===== src/rtl/dppcm_pkg.sv =====
// Types and constants shared by the ping-pong DMA channel manager.
`default_nettype none

package dppcm_pkg;

    localparam int ADJ_SHIFT       = 14;
    localparam int STATUS_CHANNELS = 8;
    localparam int CH_NUM_W        = 4;

    typedef enum logic [1:0] {
        OP_START    = 2'd0,
        OP_COMPLETE = 2'd1,
        OP_REQUEST  = 2'd2,
        OP_RELEASE  = 2'd3
    } op_t;

    typedef enum logic [1:0] {
        RC_OK       = 2'd0,
        RC_INVALID  = 2'd1,
        RC_BUSY     = 2'd2,
        RC_NOT_REQ  = 2'd3
    } code_t;

    typedef struct packed {
        op_t                 operation;
        logic [CH_NUM_W-1:0] channel_num;
        logic [31:0]         source_addr;
        logic [31:0]         dest_addr;
        logic [15:0]         byte_count;
        logic [15:0]         done_status;
        logic [7:0]          adjust_value;
        logic [31:0]         control_flags;
        logic                handler_given;
    } item_t;

    typedef struct packed {
        code_t       result_code;
        logic        descriptor_valid;
        logic        loaded_buffer;
        logic [31:0] out_source;
        logic [31:0] out_dest;
        logic [15:0] out_count;
        logic        control_valid;
        logic [31:0] control_word;
        logic [1:0]  free_buffers;
        logic [7:0]  notify_mask;
    } result_t;

endpackage

`default_nettype wire


===== src/rtl/dppcm_if.sv =====
// Command and response channel interfaces of the ping-pong DMA channel manager.
`default_nettype none

interface dppcm_cmd_if;
    logic        valid;
    logic        ready;
    logic [1:0]  operation;
    logic [3:0]  channel_num;
    logic [31:0] source_addr;
    logic [31:0] dest_addr;
    logic [15:0] byte_count;
    logic [15:0] done_status;
    logic [7:0]  adjust_value;
    logic [31:0] control_flags;
    logic        handler_given;

    modport source (
        output valid, operation, channel_num, source_addr, dest_addr, byte_count,
               done_status, adjust_value, control_flags, handler_given,
        input  ready
    );
    modport sink (
        input  valid, operation, channel_num, source_addr, dest_addr, byte_count,
               done_status, adjust_value, control_flags, handler_given,
        output ready
    );
endinterface

interface dppcm_rsp_if;
    logic        valid;
    logic        ready;
    logic [1:0]  result_code;
    logic        descriptor_valid;
    logic        loaded_buffer;
    logic [31:0] out_source;
    logic [31:0] out_dest;
    logic [15:0] out_count;
    logic        control_valid;
    logic [31:0] control_word;
    logic [1:0]  free_buffers;
    logic [7:0]  notify_mask;

    modport source (
        output valid, result_code, descriptor_valid, loaded_buffer, out_source,
               out_dest, out_count, control_valid, control_word, free_buffers,
               notify_mask,
        input  ready
    );
    modport sink (
        input  valid, result_code, descriptor_valid, loaded_buffer, out_source,
               out_dest, out_count, control_valid, control_word, free_buffers,
               notify_mask,
        output ready
    );
endinterface

`default_nettype wire


===== src/rtl/dppcm_in_stage.sv =====
// Input register stage that holds one command beat until the engine takes it.
`default_nettype none

module dppcm_in_stage
    import dppcm_pkg::*;
(
    input  wire logic  clk,
    input  wire logic  rst_n,
    input  wire logic  cmd_valid,
    output logic       cmd_ready,
    input  wire item_t cmd_item,
    input  wire logic  take,
    output logic       fire,
    output item_t      item
);

    logic  valid_reg;
    logic  valid_next;
    item_t item_reg;

    assign fire      = valid_reg && take;
    assign cmd_ready = !valid_reg || take;
    assign item      = item_reg;

    always_comb
    begin
        valid_next = valid_reg;
        if (cmd_valid && cmd_ready)
        begin
            valid_next = 1'b1;
        end
        else if (fire)
        begin
            valid_next = 1'b0;
        end
    end

    always_ff @(posedge clk or negedge rst_n)
    begin
        if (!rst_n)
        begin
            valid_reg <= 1'b0;
        end
        else
        begin
            valid_reg <= valid_next;
        end
    end

    always_ff @(posedge clk)
    begin
        if (cmd_valid && cmd_ready)
        begin
            item_reg <= cmd_item;
        end
    end

    // A held beat may only be replaced once the engine has consumed it.
    assert property (@(posedge clk) disable iff (!rst_n)
        (valid_reg && !take) |=> (valid_reg && $stable(item_reg)))
        else $error("Held command beat was lost or overwritten.");

    assert property (@(posedge clk) disable iff (!rst_n)
        (cmd_valid && cmd_ready) |=> valid_reg)
        else $error("Accepted command beat did not reach the input register.");

    assert property (@(posedge clk) disable iff (!rst_n)
        !valid_reg |-> cmd_ready)
        else $error("Empty input register refused a command beat.");

endmodule

`default_nettype wire


===== src/rtl/dppcm_engine.sv =====
// Channel state registers and the single-pass update and result logic.
`default_nettype none

module dppcm_engine
    import dppcm_pkg::*;
#(
    parameter int NUM_CHANNELS = 8
)
(
    input  wire logic  clk,
    input  wire logic  rst_n,
    input  wire logic  fire,
    input  wire item_t item,
    output result_t    res
);

    logic [NUM_CHANNELS-1:0] claimed_reg, claimed_next;
    logic [NUM_CHANNELS-1:0] handler_reg, handler_next;
    logic [NUM_CHANNELS-1:0] next_b_reg, next_b_next;
    logic [NUM_CHANNELS-1:0] run_a_reg, run_a_next;
    logic [NUM_CHANNELS-1:0] run_b_reg, run_b_next;

    logic [NUM_CHANNELS-1:0] sel;
    logic [NUM_CHANNELS-1:0] done_a;
    logic [NUM_CHANNELS-1:0] done_b;
    logic [NUM_CHANNELS-1:0] notify_vec;
    logic [7:0]              notify_w;

    logic ch_valid;
    logic claimed_sel;
    logic next_b_sel;
    logic busy_sel;
    logic do_load;
    logic do_claim;
    logic do_release;
    logic do_complete;
    logic free_claimed;
    logic free_a;
    logic free_b;

    for (genvar g = 0; g < NUM_CHANNELS; g++)
    begin : g_chan
        assign sel[g] = (item.channel_num == CH_NUM_W'(g));
        if (g < STATUS_CHANNELS)
        begin : g_status
            assign done_a[g] = item.done_status[2*g];
            assign done_b[g] = item.done_status[2*g+1];
        end
        else
        begin : g_no_status
            assign done_a[g] = 1'b0;
            assign done_b[g] = 1'b0;
        end
    end

    assign notify_vec = (done_a | done_b) & handler_reg;

    for (genvar j = 0; j < 8; j++)
    begin : g_notify
        if (j < NUM_CHANNELS)
        begin : g_have
            assign notify_w[j] = notify_vec[j];
        end
        else
        begin : g_none
            assign notify_w[j] = 1'b0;
        end
    end

    assign ch_valid    = ({1'b0, item.channel_num} < (CH_NUM_W+1)'(NUM_CHANNELS));
    assign claimed_sel = |(claimed_reg & sel);
    assign next_b_sel  = |(next_b_reg & sel);
    assign busy_sel    = next_b_sel ? |(run_b_reg & sel) : |(run_a_reg & sel);

    assign do_load     = (item.operation == OP_START) && ch_valid && claimed_sel && !busy_sel;
    assign do_claim    = (item.operation == OP_REQUEST) && ch_valid && !claimed_sel;
    assign do_release  = (item.operation == OP_RELEASE) && ch_valid;
    assign do_complete = (item.operation == OP_COMPLETE);

    always_comb
    begin
        claimed_next = claimed_reg;
        handler_next = handler_reg;
        next_b_next  = next_b_reg;
        run_a_next   = run_a_reg;
        run_b_next   = run_b_reg;
        for (int i = 0; i < NUM_CHANNELS; i++)
        begin
            if (do_complete)
            begin
                run_a_next[i] = run_a_reg[i] & ~done_a[i];
                run_b_next[i] = run_b_reg[i] & ~done_b[i];
            end
            if (sel[i] && do_load)
            begin
                if (next_b_reg[i])
                begin
                    run_b_next[i] = 1'b1;
                end
                else
                begin
                    run_a_next[i] = 1'b1;
                end
                next_b_next[i] = ~next_b_reg[i];
            end
            if (sel[i] && do_claim)
            begin
                claimed_next[i] = 1'b1;
                handler_next[i] = item.handler_given;
                next_b_next[i]  = 1'b0;
                run_a_next[i]   = 1'b0;
                run_b_next[i]   = 1'b0;
            end
            if (sel[i] && do_release)
            begin
                claimed_next[i] = 1'b0;
                handler_next[i] = 1'b0;
                next_b_next[i]  = 1'b0;
                run_a_next[i]   = 1'b0;
                run_b_next[i]   = 1'b0;
            end
        end
    end

    assign free_claimed = |(claimed_next & sel);
    assign free_a       = !(|(run_a_next & sel));
    assign free_b       = !(|(run_b_next & sel));

    always_comb
    begin
        res = '0;
        res.result_code = RC_OK;
        case (item.operation)
            OP_START:
            begin
                if (!ch_valid)
                begin
                    res.result_code = RC_INVALID;
                end
                else if (!claimed_sel)
                begin
                    res.result_code = RC_NOT_REQ;
                end
                else if (busy_sel)
                begin
                    res.result_code = RC_BUSY;
                end
                else
                begin
                    res.descriptor_valid = 1'b1;
                    res.loaded_buffer    = next_b_sel;
                    res.out_source       = item.source_addr;
                    res.out_dest         = item.dest_addr;
                    res.out_count        = item.byte_count;
                end
            end
            OP_COMPLETE:
            begin
                res.notify_mask = notify_w;
            end
            OP_REQUEST:
            begin
                if (!ch_valid)
                begin
                    res.result_code = RC_INVALID;
                end
                else if (claimed_sel)
                begin
                    res.result_code = RC_BUSY;
                end
                else
                begin
                    res.control_valid = 1'b1;
                    res.control_word  = (32'(item.adjust_value) << ADJ_SHIFT)
                                        | item.control_flags;
                end
            end
            OP_RELEASE:
            begin
                if (!ch_valid)
                begin
                    res.result_code = RC_INVALID;
                end
            end
            default:
            begin
                res.result_code = RC_OK;
            end
        endcase
        res.free_buffers = free_claimed ? ({1'b0, free_a} + {1'b0, free_b}) : 2'd0;
    end

    always_ff @(posedge clk or negedge rst_n)
    begin
        if (!rst_n)
        begin
            claimed_reg <= '0;
            handler_reg <= '0;
            next_b_reg  <= '0;
            run_a_reg   <= '0;
            run_b_reg   <= '0;
        end
        else if (fire)
        begin
            claimed_reg <= claimed_next;
            handler_reg <= handler_next;
            next_b_reg  <= next_b_next;
            run_a_reg   <= run_a_next;
            run_b_reg   <= run_b_next;
        end
    end

    // A channel that is not claimed keeps no handler, no toggle and no busy buffer.
    assert property (@(posedge clk) disable iff (!rst_n)
        (handler_reg & ~claimed_reg) == '0)
        else $error("Handler recorded on an unclaimed channel.");

    assert property (@(posedge clk) disable iff (!rst_n)
        ((run_a_reg | run_b_reg | next_b_reg) & ~claimed_reg) == '0)
        else $error("Buffer state held on an unclaimed channel.");

    assert property (@(posedge clk) disable iff (!rst_n)
        (fire && do_load) |=> (claimed_reg != '0))
        else $error("Buffer loaded while no channel is claimed.");

endmodule

`default_nettype wire


===== src/rtl/dppcm_out_stage.sv =====
// Result register that holds one response beat until the receiver takes it.
`default_nettype none

module dppcm_out_stage
    import dppcm_pkg::*;
(
    input  wire logic    clk,
    input  wire logic    rst_n,
    input  wire logic    fire,
    input  wire result_t res,
    output logic         take,
    output logic         rsp_valid,
    input  wire logic    rsp_ready,
    output result_t      rsp_res
);

    logic    valid_reg;
    logic    valid_next;
    result_t res_reg;

    assign take      = !valid_reg || rsp_ready;
    assign rsp_valid = valid_reg;
    assign rsp_res   = res_reg;

    always_comb
    begin
        valid_next = valid_reg;
        if (fire)
        begin
            valid_next = 1'b1;
        end
        else if (rsp_ready)
        begin
            valid_next = 1'b0;
        end
    end

    always_ff @(posedge clk or negedge rst_n)
    begin
        if (!rst_n)
        begin
            valid_reg <= 1'b0;
        end
        else
        begin
            valid_reg <= valid_next;
        end
    end

    always_ff @(posedge clk)
    begin
        if (fire)
        begin
            res_reg <= res;
        end
    end

    assert property (@(posedge clk) disable iff (!rst_n)
        fire |-> take)
        else $error("Engine fired while the result register was full.");

    assert property (@(posedge clk) disable iff (!rst_n)
        valid_reg |-> !(res_reg.descriptor_valid && res_reg.control_valid))
        else $error("Response carries both a descriptor and a control word.");

    assert property (@(posedge clk) disable iff (!rst_n)
        (valid_reg && (res_reg.descriptor_valid || res_reg.control_valid))
        |-> (res_reg.result_code == RC_OK))
        else $error("Descriptor or control word issued with an error code.");

endmodule

`default_nettype wire


===== src/rtl/dma_ping_pong_channel_manager.sv =====
// Ping-pong DMA channel manager: keeps double-buffer bookkeeping for each channel.
//
// The cmd channel takes one beat per operation: start transfer, completion status,
// request channel or release channel. The rsp channel returns exactly one beat per
// command, in order, carrying the result code, the loaded descriptor, the channel
// control word, the free-buffer count of the addressed channel and the notify mask.
// A command sits in an input register while the channel state is read and updated,
// and its response is then registered in the result register, which presents it
// on rsp until the receiver takes it. One command is accepted in every cycle while
// rsp ready stays high; the single state update per cycle in the engine sets that
// rate, and each command sees the state left by the one before it.
// Reset frees all channels: none claimed, no handlers, both buffers idle and buffer A
// expected next; no response is pending. When the receiver holds rsp ready low, the
// response waits in its register, one more command waits in the input register, and
// cmd ready then drops until the response is taken.
`default_nettype none

module dma_ping_pong_channel_manager
    import dppcm_pkg::*;
#(
    parameter int NUM_CHANNELS = 8
)
(
    input  wire logic    clk,
    input  wire logic    rst_n,
    dppcm_cmd_if.sink    cmd,
    dppcm_rsp_if.source  rsp
);

    item_t   cmd_item;
    item_t   item;
    result_t res;
    result_t rsp_res;
    logic    take;
    logic    fire;

    assign cmd_item.operation     = op_t'(cmd.operation);
    assign cmd_item.channel_num   = cmd.channel_num;
    assign cmd_item.source_addr   = cmd.source_addr;
    assign cmd_item.dest_addr     = cmd.dest_addr;
    assign cmd_item.byte_count    = cmd.byte_count;
    assign cmd_item.done_status   = cmd.done_status;
    assign cmd_item.adjust_value  = cmd.adjust_value;
    assign cmd_item.control_flags = cmd.control_flags;
    assign cmd_item.handler_given = cmd.handler_given;

    dppcm_in_stage u_in_stage (
        .clk       (clk),
        .rst_n     (rst_n),
        .cmd_valid (cmd.valid),
        .cmd_ready (cmd.ready),
        .cmd_item  (cmd_item),
        .take      (take),
        .fire      (fire),
        .item      (item)
    );

    dppcm_engine #(
        .NUM_CHANNELS (NUM_CHANNELS)
    ) u_engine (
        .clk   (clk),
        .rst_n (rst_n),
        .fire  (fire),
        .item  (item),
        .res   (res)
    );

    dppcm_out_stage u_out_stage (
        .clk       (clk),
        .rst_n     (rst_n),
        .fire      (fire),
        .res       (res),
        .take      (take),
        .rsp_valid (rsp.valid),
        .rsp_ready (rsp.ready),
        .rsp_res   (rsp_res)
    );

    assign rsp.result_code      = rsp_res.result_code;
    assign rsp.descriptor_valid = rsp_res.descriptor_valid;
    assign rsp.loaded_buffer    = rsp_res.loaded_buffer;
    assign rsp.out_source       = rsp_res.out_source;
    assign rsp.out_dest         = rsp_res.out_dest;
    assign rsp.out_count        = rsp_res.out_count;
    assign rsp.control_valid    = rsp_res.control_valid;
    assign rsp.control_word     = rsp_res.control_word;
    assign rsp.free_buffers     = rsp_res.free_buffers;
    assign rsp.notify_mask      = rsp_res.notify_mask;

endmodule

`default_nettype wire

===== src/flat_wrapper.sv =====
// flat-port wrapper written by rule: the top's interface ports become plain ports
module dma_ping_pong_channel_manager_flat import dppcm_pkg::*;
#(
    parameter int NUM_CHANNELS = 8
)
  (clk, rst_n, cmd_valid, cmd_operation, cmd_channel_num, cmd_source_addr, cmd_dest_addr, cmd_byte_count, cmd_done_status, cmd_adjust_value, cmd_control_flags, cmd_handler_given, cmd_ready, rsp_valid, rsp_result_code, rsp_descriptor_valid, rsp_loaded_buffer, rsp_out_source, rsp_out_dest, rsp_out_count, rsp_control_valid, rsp_control_word, rsp_free_buffers, rsp_notify_mask, rsp_ready);
  dppcm_cmd_if cmd_i ();
  dppcm_rsp_if rsp_i ();
  input  wire logic clk;
  input  wire logic rst_n;
  input wire logic [$bits(cmd_i.valid)-1:0] cmd_valid;
  input wire logic [$bits(cmd_i.operation)-1:0] cmd_operation;
  input wire logic [$bits(cmd_i.channel_num)-1:0] cmd_channel_num;
  input wire logic [$bits(cmd_i.source_addr)-1:0] cmd_source_addr;
  input wire logic [$bits(cmd_i.dest_addr)-1:0] cmd_dest_addr;
  input wire logic [$bits(cmd_i.byte_count)-1:0] cmd_byte_count;
  input wire logic [$bits(cmd_i.done_status)-1:0] cmd_done_status;
  input wire logic [$bits(cmd_i.adjust_value)-1:0] cmd_adjust_value;
  input wire logic [$bits(cmd_i.control_flags)-1:0] cmd_control_flags;
  input wire logic [$bits(cmd_i.handler_given)-1:0] cmd_handler_given;
  output wire logic [$bits(cmd_i.ready)-1:0] cmd_ready;
  output wire logic [$bits(rsp_i.valid)-1:0] rsp_valid;
  output wire logic [$bits(rsp_i.result_code)-1:0] rsp_result_code;
  output wire logic [$bits(rsp_i.descriptor_valid)-1:0] rsp_descriptor_valid;
  output wire logic [$bits(rsp_i.loaded_buffer)-1:0] rsp_loaded_buffer;
  output wire logic [$bits(rsp_i.out_source)-1:0] rsp_out_source;
  output wire logic [$bits(rsp_i.out_dest)-1:0] rsp_out_dest;
  output wire logic [$bits(rsp_i.out_count)-1:0] rsp_out_count;
  output wire logic [$bits(rsp_i.control_valid)-1:0] rsp_control_valid;
  output wire logic [$bits(rsp_i.control_word)-1:0] rsp_control_word;
  output wire logic [$bits(rsp_i.free_buffers)-1:0] rsp_free_buffers;
  output wire logic [$bits(rsp_i.notify_mask)-1:0] rsp_notify_mask;
  input wire logic [$bits(rsp_i.ready)-1:0] rsp_ready;
  assign cmd_i.valid = cmd_valid;
  assign cmd_i.operation = cmd_operation;
  assign cmd_i.channel_num = cmd_channel_num;
  assign cmd_i.source_addr = cmd_source_addr;
  assign cmd_i.dest_addr = cmd_dest_addr;
  assign cmd_i.byte_count = cmd_byte_count;
  assign cmd_i.done_status = cmd_done_status;
  assign cmd_i.adjust_value = cmd_adjust_value;
  assign cmd_i.control_flags = cmd_control_flags;
  assign cmd_i.handler_given = cmd_handler_given;
  assign cmd_ready = cmd_i.ready;
  assign rsp_valid = rsp_i.valid;
  assign rsp_result_code = rsp_i.result_code;
  assign rsp_descriptor_valid = rsp_i.descriptor_valid;
  assign rsp_loaded_buffer = rsp_i.loaded_buffer;
  assign rsp_out_source = rsp_i.out_source;
  assign rsp_out_dest = rsp_i.out_dest;
  assign rsp_out_count = rsp_i.out_count;
  assign rsp_control_valid = rsp_i.control_valid;
  assign rsp_control_word = rsp_i.control_word;
  assign rsp_free_buffers = rsp_i.free_buffers;
  assign rsp_notify_mask = rsp_i.notify_mask;
  assign rsp_i.ready = rsp_ready;
  dma_ping_pong_channel_manager #(.NUM_CHANNELS(NUM_CHANNELS)) u_core (.clk(clk), .rst_n(rst_n), .cmd(cmd_i), .rsp(rsp_i));
endmodule

===== config.mk =====
export PLATFORM = sky130hd
export DESIGN_NAME = dma_ping_pong_channel_manager_flat
export DESIGN_NICKNAME = d
export VERILOG_FILES = /design/src/rtl/dppcm_pkg.sv /design/src/rtl/dppcm_if.sv /design/src/rtl/dppcm_in_stage.sv /design/src/rtl/dppcm_engine.sv /design/src/rtl/dppcm_out_stage.sv /design/src/rtl/dma_ping_pong_channel_manager.sv /design/src/flat_wrapper.sv
export SDC_FILE = /design/constraint.sdc
export NUM_CORES = 1
export LEC_CHECK = 0
export BUFFER_PORTS_ARGS = -buffer_cell sky130_fd_sc_hd__buf_2
export CORE_UTILIZATION = 35
export CTS_CLUSTER_SIZE = 20
export DETAILED_ROUTE_END_ITERATION = 6
export PLACE_DENSITY = 0.59
export SLEW_MARGIN = 20
export SYNTH_ARGS = -nofsm -noshare
export SYNTH_HDL_FRONTEND = slang
export SYNTH_SLANG_ARGS = --single-unit
export TNS_END_PERCENT = 30

===== constraint.sdc =====
create_clock -name clk -period 6.8 [get_ports clk]
set_input_delay 0.68 -clock clk [delete_from_list [all_inputs] [get_ports clk]]
set_output_delay 0.68 -clock clk [all_outputs]
set_load 0.01 [all_outputs]

## After elaboration in Yosys (flattened, before gate mapping)

Cells that the tools add are included.

- Flip-flop bits (word level): 312

- $add $sub $neg: 1
- Order comparisons: 1
- Bitwise logic cells: 54
- Eq/ne operators: 10
- Reductions and logical operators: 87
- Mux-type cells: 150

Operators by type and width:

| kind | count |
|---|---|
| 1-bit 2-to-1 mux | 142 |
| 82-bit 2-to-1 mux | 1 |
| 8-bit AND | 8 |
| 8-bit OR reduction | 7 |
| 2-bit AND reduction | 17 |
| 33-bit 2-to-1 mux | 1 |
| 1-bit logical AND | 32 |
| 22-bit by 32-bit bitwise OR with 32-bit output | 1 |
| 1-bit inverter | 28 |
| 3-bit nonzero test | 8 |
| 2-bit nonzero test | 10 |
| 1-bit AND | 16 |
| 4-bit by 3-bit == test with 1-bit output (second input constant) | 4 |
| 2-bit 2-to-1 mux | 5 |
| 10-bit OR reduction | 1 |
| 4-bit by 2-bit == test with 1-bit output (second input constant) | 2 |
| 8-bit bitwise OR | 1 |
| 1-bit zero test | 6 |
| 2-bit one-hot mux with 3 select lines | 1 |
| 2-bit == test (second input constant) | 2 |
| 4-bit by 1-bit == test with 1-bit output (second input constant) | 1 |
| 4-bit zero test | 1 |
| 4-bit less-than comparator (second input constant) | 1 |
| 4-bit OR reduction | 1 |
| 5 further kinds | 6 |

## Depth between registers and ports, before layout

Gate-level depths: netlist of the first run.

- Depth in word-level cells: 14
- Gate-level depth with buffers: 12
- Mapped depth without buffers: 10

## Hierarchy

A second synthesis of the first run with hierarchy kept.

- Cell total of the unflattened synthesis: 745
- Area total of the unflattened synthesis: 11956.5 µm²

Modules (own cells, without submodules):

| module | area an instance (µm²) | cells each | instances |
|---|---|---|---|
| dppcm_in_stage | 4354.2 | 148 | 1 |
| dppcm_out_stage | 3861.2 | 130 | 1 |
| dppcm_engine | 3741.1 | 467 | 1 |

## Worst setup path after synthesis of the first run

Ideal clock, no wire load.

- Kind: input to register
- Start point: in rsp_ready
- End point: reg u_core.u_engine.handler_reg[1]
- Library setup time: 146 ps
- Setup slack: 1134 ps
- Stages: 7
- Data arrival time: 5519 ps
- Path buffers: 1
- Path through: nand2b_1 nand2_1 inv_1 clkbuf_1 nand2_1 o21ai_0 o21ai_0

- Cells in the longest elaborated chain, start to end: 3

RTL lines:

| what | line | RTL |
|---|---|---|
| start: declaration | flat_wrapper.sv:33 | `input wire logic [$bits(rsp_i.ready)-1:0] rsp_ready;` |
| 1-bit logical OR | dppcm_out_stage.sv:21 | `assign take = !valid_reg \|\| rsp_ready;` |
| 1-bit logical AND | dppcm_in_stage.sv:21 | `assign fire = valid_reg && take;` |
| via u_core.fire | dma_ping_pong_channel_manager.sv:35 | `logic fire;` |
| 2-bit AND reduction (no source line) | -- |  |
| end signal: assignment | dppcm_engine.sv:206 | `handler_reg <= handler_next;` |
| end: declaration | dppcm_engine.sv:18 | `logic [NUM_CHANNELS-1:0] handler_reg, handler_next;` |

The timed path passes the listed nets, and every way through them passes these cells.
A chain may end at the register's enable or synchronous reset.

## Worst setup path in the final report of the first run

- Start point: reg u_core.u_in_stage.item_reg, in the netlist u_core.u_in_stage.item[137]
- End point: reg u_core.u_out_stage.res_reg, in the netlist u_core.u_out_stage.rsp_res[8] (data pin)

- Cells in the longest elaborated chain, start to end: 14

RTL lines:

| what | line | RTL |
|---|---|---|
| start: declaration | dppcm_in_stage.sv:19 | `item_t item_reg;` |
| start signal: assignment | dppcm_in_stage.sv:54 | `item_reg <= cmd_item;` |
| 4-bit by 1-bit == test with 1-bit output (tied with other cells) | dppcm_engine.sv:43 | `assign sel[g] = (item.channel_num == CH_NUM_W'(g));` |
| 8-bit AND, on equally long branches | dppcm_engine.sv:73, dppcm_engine.sv:72 |  |
| 8-bit OR reduction, on equally long branches | dppcm_engine.sv:73, dppcm_engine.sv:72 |  |
| 1-bit 2-to-1 mux | dppcm_engine.sv:73 | `assign busy_sel = next_b_sel ? \|(run_b_reg & sel) : \|(run_a_reg & sel);` |
| 1-bit zero test | dppcm_engine.sv:75 | `assign do_load = (item.operation == OP_START) && ch_valid && claimed_sel && !busy_sel;` |
| 1-bit logical AND | dppcm_engine.sv:75 |  |
| 1-bit logical AND | dppcm_engine.sv:94 | `if (sel[i] && do_load)` |
| 1-bit 2-to-1 mux | dppcm_engine.sv:94 |  |
| 1-bit 2-to-1 mux | dppcm_engine.sv:106 | `if (sel[i] && do_claim)` |
| 1-bit 2-to-1 mux | dppcm_engine.sv:114 | `if (sel[i] && do_release)` |
| 8-bit AND, on equally long branches | dppcm_engine.sv:126, dppcm_engine.sv:127 |  |
| 8-bit OR reduction, on equally long branches | dppcm_engine.sv:126, dppcm_engine.sv:127 |  |
| 1-bit zero test, on equally long branches | dppcm_engine.sv:126, dppcm_engine.sv:127 |  |
| 1-bit by 1-bit adder with 2-bit output | dppcm_engine.sv:190 | `res.free_buffers = free_claimed ? ({1'b0, free_a} + {1'b0, free_b}) : 2'd0;` |
| end signal: assignment | dppcm_out_stage.sv:54 | `res_reg <= res;` |
| end: declaration | dppcm_out_stage.sv:19 | `result_t res_reg;` |

Several ways; a longest one is shown, not always the timed one.

==> results.cfg, run 1 <==
[power_and_ir_drop]
p_sw_mw = 1.02
swShare_pct = 22.6
p_leak_nw = 6.07
clockPowerShare_pct = 41.5
p_int_mw = 3.49
ir_drop_mv = 0.169
powerDensity_nw_per_um2 = 307
power_mw = 4.51
combPwrFrac_pct = 7.7
seqPwrFrac_pct = 50.8

[global_routing]
antenna_found_initial = 7
grt_first_pass_wirelength_um = 41100
grt_pass1_vias = 6997
grt_start_max_net_pins = 96
grt.total_usage_pct = 15.9
grt_remaining_overflow = 0

[placed_design]
dp_hpwl_um = 18200
place.gp.congestion = 0.905
port_buffers = 275

[setup_path]
arrival_ns = 4.07
critPathLaunchType = register
worst-path-buf-inv = 2
worst-path-stages = 10
crit_family = multiplexers
worst_ep_required_time_ns = 7.06
cp_max_fo = 95
end_kind = register
worstSetupStartpoint = u_core.u_in_stage.item[137]
rrSetupSlack_ns = 2.98
rr_startpoint = u_core.u_in_stage.item[137]
worstReg2RegEnd = u_core.u_out_stage.rsp_res[8]
reg2reg_depth = 10
critPathKind = register to register
critical_path.max_stage_delay_ns = 0.95
crit_end = u_core.u_out_stage.rsp_res[8]
path_cells = mux4_2 -> o2bb2ai_1 -> nor3_1 -> mux2_4 -> nand2_2 -> inv_2 -> a21oi_1 -> ha_1 -> inv_1 -> nor2_1
worst_path_max_delay_cell = edfxtp_1

[detailed_routing]
drt_wl_total_um = 27000
dr.first_iter.drc_count = 591
drtPass1Iterations = 6
viasPerCell = 4.81
num_vias = 7174
detail_route.wl_per_cell_um = 18.1
drc_errors = 0
final_antenna_net_count = 0

[timing]
rsz0062_at_grt = no
fin_skew_ns = 0.0196
relSlewSlack_pct = 31.5
fin_setup_tns_ns = 0
max_freq_mhz = 262
worst_pin_slew_ns = 1.03
min_period_ns = 3.82
finalCritPeriodShare_pct = 56.1
finalHoldViolCount = 0
final_max_slew_viol_count = 0
setup_viol = 0

[clocking]
cts_buffers = 35
cts_tree = yes
worstSkewPairLatency_ns = 0.51
cts_buffer_depth = 3
clock-sinks = 312
cts.reportedPaths.clkPinSlew_ns = 0.06
cts.htree.levels = 2
cts_resized = 0
clock-root-buffer = clkbuf_16
ctsHoldBuffers = 0
postCtsSetupRepairBufs = 0

[floorplan]
fp.coreArea_sq_um = 32800
rows = 66
initial_utilization_pct = 35.8
dieArea_sq_um = 34300
die_w_um = 185
io_pins = 276
fp.dieH_um = 185

[synth]
synthesis.nets = 888
syn_area_sq_um = 11700
ys_seq_elements = 312
synth.distinct_cells = 56
synth_area_per_cell_sq_um = 15.9
synth-edff-count = 270
async_reset_ff_share_pct = 13.5
synthFlopType = edfxtp_1
yosysWarnings = 0
yosysSeqAreaShare_pct = 78.0
synth_cells = 740

[finish]
largest_reg_flops = 143
final_nets = 1168
syn_to_final_growth_pct = 25.2
drive_above_1_share_pct = 33.6
fillers = 3002

[worst_hold_path]
worstHoldPathType = input pin to async pin

[outcome]
status = completed

[flow_run]
maxCapViolCount = 0
## cells in the mapped netlist, types with 8 or more instances
| master | instances | area, sq um |
|---|---|---|
| edfxtp_1 | 270 | 8110 |
| buf_2 | 12 | 60.1 |
| nand2_1 | 45 | 169 |
| and3_1 | 80 | 500 |
| dfrtp_1 | 42 | 1050 |
| mux2i_1 | 16 | 160 |
| clkbuf_1 | 18 | 67.6 |
| a21oi_1 | 22 | 110 |
| nor2_1 | 40 | 150 |
| nand3_1 | 9 | 45.0 |
| o21ai_0 | 41 | 205 |
| nor3_1 | 8 | 40.0 |
| and2_1 | 32 | 200 |
| o21a_1 | 8 | 60.1 |
## cell type report
cell class | count | area [sq um] | share of cell area [%]
flip-flops and latches | 312 | 9160 | 62.3
multi-input cells | 383 | 2370 | 16.1
repair buffers | 280 | 1420 | 9.64
clock buffers | 42 | 923 | 6.28
well taps | 442 | 553 | 3.76
clock inverters | 22 | 226 | 1.54
inverters | 8 | 35.0 | 0.238
diodes | 4 | 10.0 | 0.0681
## per-stage QoR
step | cell area, sq um | hold slack, ns | instances | setup slack, ns | utilization, %
6_report | 14700 | 0.169 | 1493 | 2.98 | 44.8
5_1_grt | 14700 | 0.199 | 1492 | 2.62 | 44.8
4_1_cts | 14700 | 0.315 | 1489 | 2.93 | 44.8
3_5_place_dp | 13500 | 0.483 | 1425 | 2.96 | 41.3
3_3_place_gp | 13500 | 0.472 | 1425 | 3.04 | 41.3
2_1_floorplan | 11700 | 0.384 | 740 | 1.13 | -
## power groups by stage
stage | clock [mW] | combinational (mW) | sequential (mW)
after floorplan | 0 | 0.177 | 2.36
after global placement | 0 | 0.352 | 2.33
after detailed placement | 0 | 0.355 | 2.33
after CTS | 1.93 | 0.356 | 2.30
after global routing | 2.00 | 0.385 | 2.31
final | 1.87 | 0.348 | 2.29
## metal layers
| metal | routed length (um) | vias to the layer above | global-route usage [%] |
|---|---|---|---|
| met3 | 2060 | 62 | 4.25 |
| li1 | - | 3377 | - |
| met5 | 34 | - | 0 |
| met2 | 12600 | 289 | 25.5 |
| met4 | 797 | 4 | 6.91 |
| met1 | 11500 | 3442 | 20.3 |
## worst register-to-register path: stages (launching register included)
cell	delay [ns]
edfxtp_1	0.95
mux4_2	0.61
o2bb2ai_1	0.13
nor3_1	0.14
mux2_4	0.79
nand2_2	0.23
inv_2	0.22
a21oi_1	0.10
ha_1	0.29
inv_1	0.06
nor2_1	0.04
## cells in the final DEF (no fill, tap or decap), drive strengths merged, types with 2 or more instances in the layout
cell	n
buf	280
edfxtp	270
and3	80
o21ai	48
nand2	47
dfrtp	42
clkbuf	42
nor2	40
and2	33
a21oi	23
mux2i	16
clkinv	14
nand3	9
inv	9
nor3	8
o21a	8
nand2b	7
o22ai	6
mux4	5
nor2b	5
diode	4
a32oi	4
bufinv	4
nand3b	3
o211ai	3
a21boi	3
o311ai	3
nand4	3
a311o	3
clkinvlp	3
mux2	3
o2bb2ai	2
a31oi	2
a21o	2
a221o	2
nor4	2
## kinds of logic after synthesis
group	synth area share (%)
compound gates	6.38
fa+ha+maj	0.107
buf+inv	1.87
simple gates	11.0
flops	78.0
mux	2.64
## worst min path at each step
stage / startpoint / end / slack, ns / cells after the start
global route: rst_n / u_core.u_engine.handler_reg[5] / 0.20 / 1
CTS: cmd_source_addr[12] / u_core.u_in_stage.item[117] / 0.31 / 1
floorplan: rst_n / u_core.u_engine.claimed_reg[0] / 0.38 / 0
finish: rst_n / u_core.u_engine.handler_reg[5] / 0.17 / 1
global placement: u_core.u_in_stage.valid_reg / u_core.u_out_stage.rsp_valid / 0.47 / 1
detailed placement: u_core.u_in_stage.valid_reg / u_core.u_out_stage.rsp_valid / 0.48 / 1
(Power assumes the default switching activity.)
==> inputs of run 2 (changes only) <==
--- a/config.mk
+++ b/config.mk
@@ -9,7 +9,7 @@
 export CORE_UTILIZATION = 35
 export CTS_CLUSTER_SIZE = 20
 export DETAILED_ROUTE_END_ITERATION = 6
-export PLACE_DENSITY = 0.59
+export PLACE_DENSITY = 0.61
 export SLEW_MARGIN = 20
 export SYNTH_ARGS = -nofsm -noshare
 export SYNTH_HDL_FRONTEND = slang
==> constraint.sdc (replaced) <==
create_clock -name clk -period 3.23 [get_ports clk]
set_input_delay 0.323 -clock clk [delete_from_list [all_inputs] [get_ports clk]]
set_output_delay 0.323 -clock clk [all_outputs]
set_load 0.01 [all_outputs]
==> results.cfg, run 2 (synthesized netlist as in run 1, its figures left out) <==
[placed_design]
dp_hpwl_um = 18500
dp.cells = 1446
port_buffers = 275
place.gp.congestion = 0.917

[setup_path]
rr_startpoint = u_core.u_in_stage.item[137]
critPathKind = register to register
cp_max_fo = 12
end_kind = register
critPathLaunchType = register
arrival_ns = 2.99
rrSetupSlack_ns = 0.50
reg2reg_depth = 11
worst_ep_required_time_ns = 3.50
worstSetupStartpoint = u_core.u_in_stage.item[137]
worstReg2RegEnd = u_core.u_out_stage.rsp_res[8]

[detailed_routing]
final_antenna_net_count = 0
detail_route.wl_per_cell_um = 17.5
drc_errors = 0
drtPass1Iterations = 5
viasPerCell = 4.75
num_vias = 7850
drt_wl_total_um = 28800
dr.first_iter.drc_count = 481

[power_and_ir_drop]
p_leak_nw = 6.80
powerDensity_nw_per_um2 = 600
power_mw = 9.82
ir_drop_mv = 0.443

[finish]
syn_to_final_growth_pct = 39.4
final_common_cell = buf_2
largest_reg_flops = 143
fin_util_pct = 49.9
insertedDiodeCount = 0
final_nets = 1334
drive_above_1_share_pct = 31.0
layout.cells.non_filler = 1652
layout_common_cells = 274 x buf_2, 270 x edfxtp_1, 144 x dlygate4sd3_1

[clocking]
cts.htree.levels = 2
cts_buffer_depth = 3
clock-root-buffer = clkbuf_16
clock-sinks = 312
postCtsSetupRepairBufs = 0
cts_buffers = 36
cts.reportedPaths.clkPinSlew_ns = 0.06
worstSkewPairLatency_ns = 0.52
cts_tree = yes
cts_resized = 0

[timing]
setup_viol = 0
fin_setup_tns_ns = 0
final_max_slew_viol_count = 0
min_period_ns = 2.73
hold_ws_ns = 0.0219
relSlewSlack_pct = 54.2
finalHoldViolCount = 0
max_freq_mhz = 367
finalCritPeriodShare_pct = 84.4
worst_pin_slew_ns = 0.685
rsz0062_at_grt = no
fin_skew_ns = 0.0240

[worst_hold_path]
worstHoldEndpoint = u_core.u_in_stage.valid_reg
hold_start = cmd_valid
worstHoldPathType = input pin to register
hold_depth = 2

[flow_run]
maxCapViolCount = 0

[floorplan]
io_pins = 276
rows = 66
dieArea_sq_um = 34300
fp.coreArea_sq_um = 32800
initial_utilization_pct = 35.8
die_w_um = 185
fp.dieH_um = 185

[global_routing]
grt_remaining_overflow = 0
grt_pass1_vias = 7945
antenna_found_initial = 0
grt_start_max_net_pins = 71
grt_first_pass_wirelength_um = 43600
grt.total_usage_pct = 16.8

[outcome]
status = completed
[run 2: changes by cell type in the layout (fill, tap and decap cells not counted), moves of 3 or more]
cell           before  now
buf_12              0    3
buf_4               6   24
clkinv_2            8    4
diode_2             4    0
dlygate4sd3_1       0  144
[run 2: report_power, final]
| part | leakage (nW) | switching [mW] | internal, mW |
|---|---|---|---|
| logic | 3.05 | 0.509 | 0.413 |
| registers | 3.18 | 0.119 | 4.71 |
| clock network | 0.575 | 1.59 | 2.48 |
[run 2: worst max path at each step]
stage	slack (ns)	endpoint	cells after the start
after floorplan	-1.21	u_core.u_in_stage.item[0]	2
after global placement	0.55	u_core.u_engine.next_b_reg[7]	6
after detailed placement	0.48	u_core.u_engine.next_b_reg[7]	6
after CTS	0.47	u_core.u_engine.next_b_reg[7]	6
after global routing	0.23	u_core.u_engine.next_b_reg[3]	8
final	0.50	u_core.u_out_stage.rsp_res[8]	11
[run 2: through the flow]
stage / setup slack (ns) / cell area (sq um)
after global routing: 0.232 / 16400
after floorplan: -1.21 / 11700
final: 0.505 / 16400
after global placement: 0.554 / 13700
after CTS: 0.466 / 16400
after detailed placement: 0.476 / 13700
[run 2: layout make-up]
class,instances,area [sq um]
sequential,312,9160
inverter,8,35.0
tap,442,553
clock inverter,20,233
fill,2780,16400
clock buffer,42,966
multi-input combinational,383,2370
timing repair buffer,445,3050
[run 2: layer usage]
metal | up-vias | share of wire, % | GRT usage, %
met1 | 3755 | 42 | 21.2
li1 | 3710 | - | -
met3 | 51 | 7.3 | 3.89
met4 | 0 | 2.6 | 5.95
met2 | 334 | 48 | 28.1
met5 | - | 0 | 0
[run 2: what timing repair did]
action	4_1_cts	5_1_grt
endpoints found under the setup margin	0	0
hold buffers	143	1
endpoints found under the hold margin	143	42
[run 2: critical path, stage by stage (launching register included)]
cell	delay, ns
edfxtp_1	0.66
buf_4	0.27
nor2b_1	0.22
nand2_1	0.08
o211ai_1	0.17
mux2_4	0.36
nand2_2	0.08
inv_2	0.10
a21oi_1	0.19
ha_1	0.26
inv_1	0.06
nor2_1	0.04
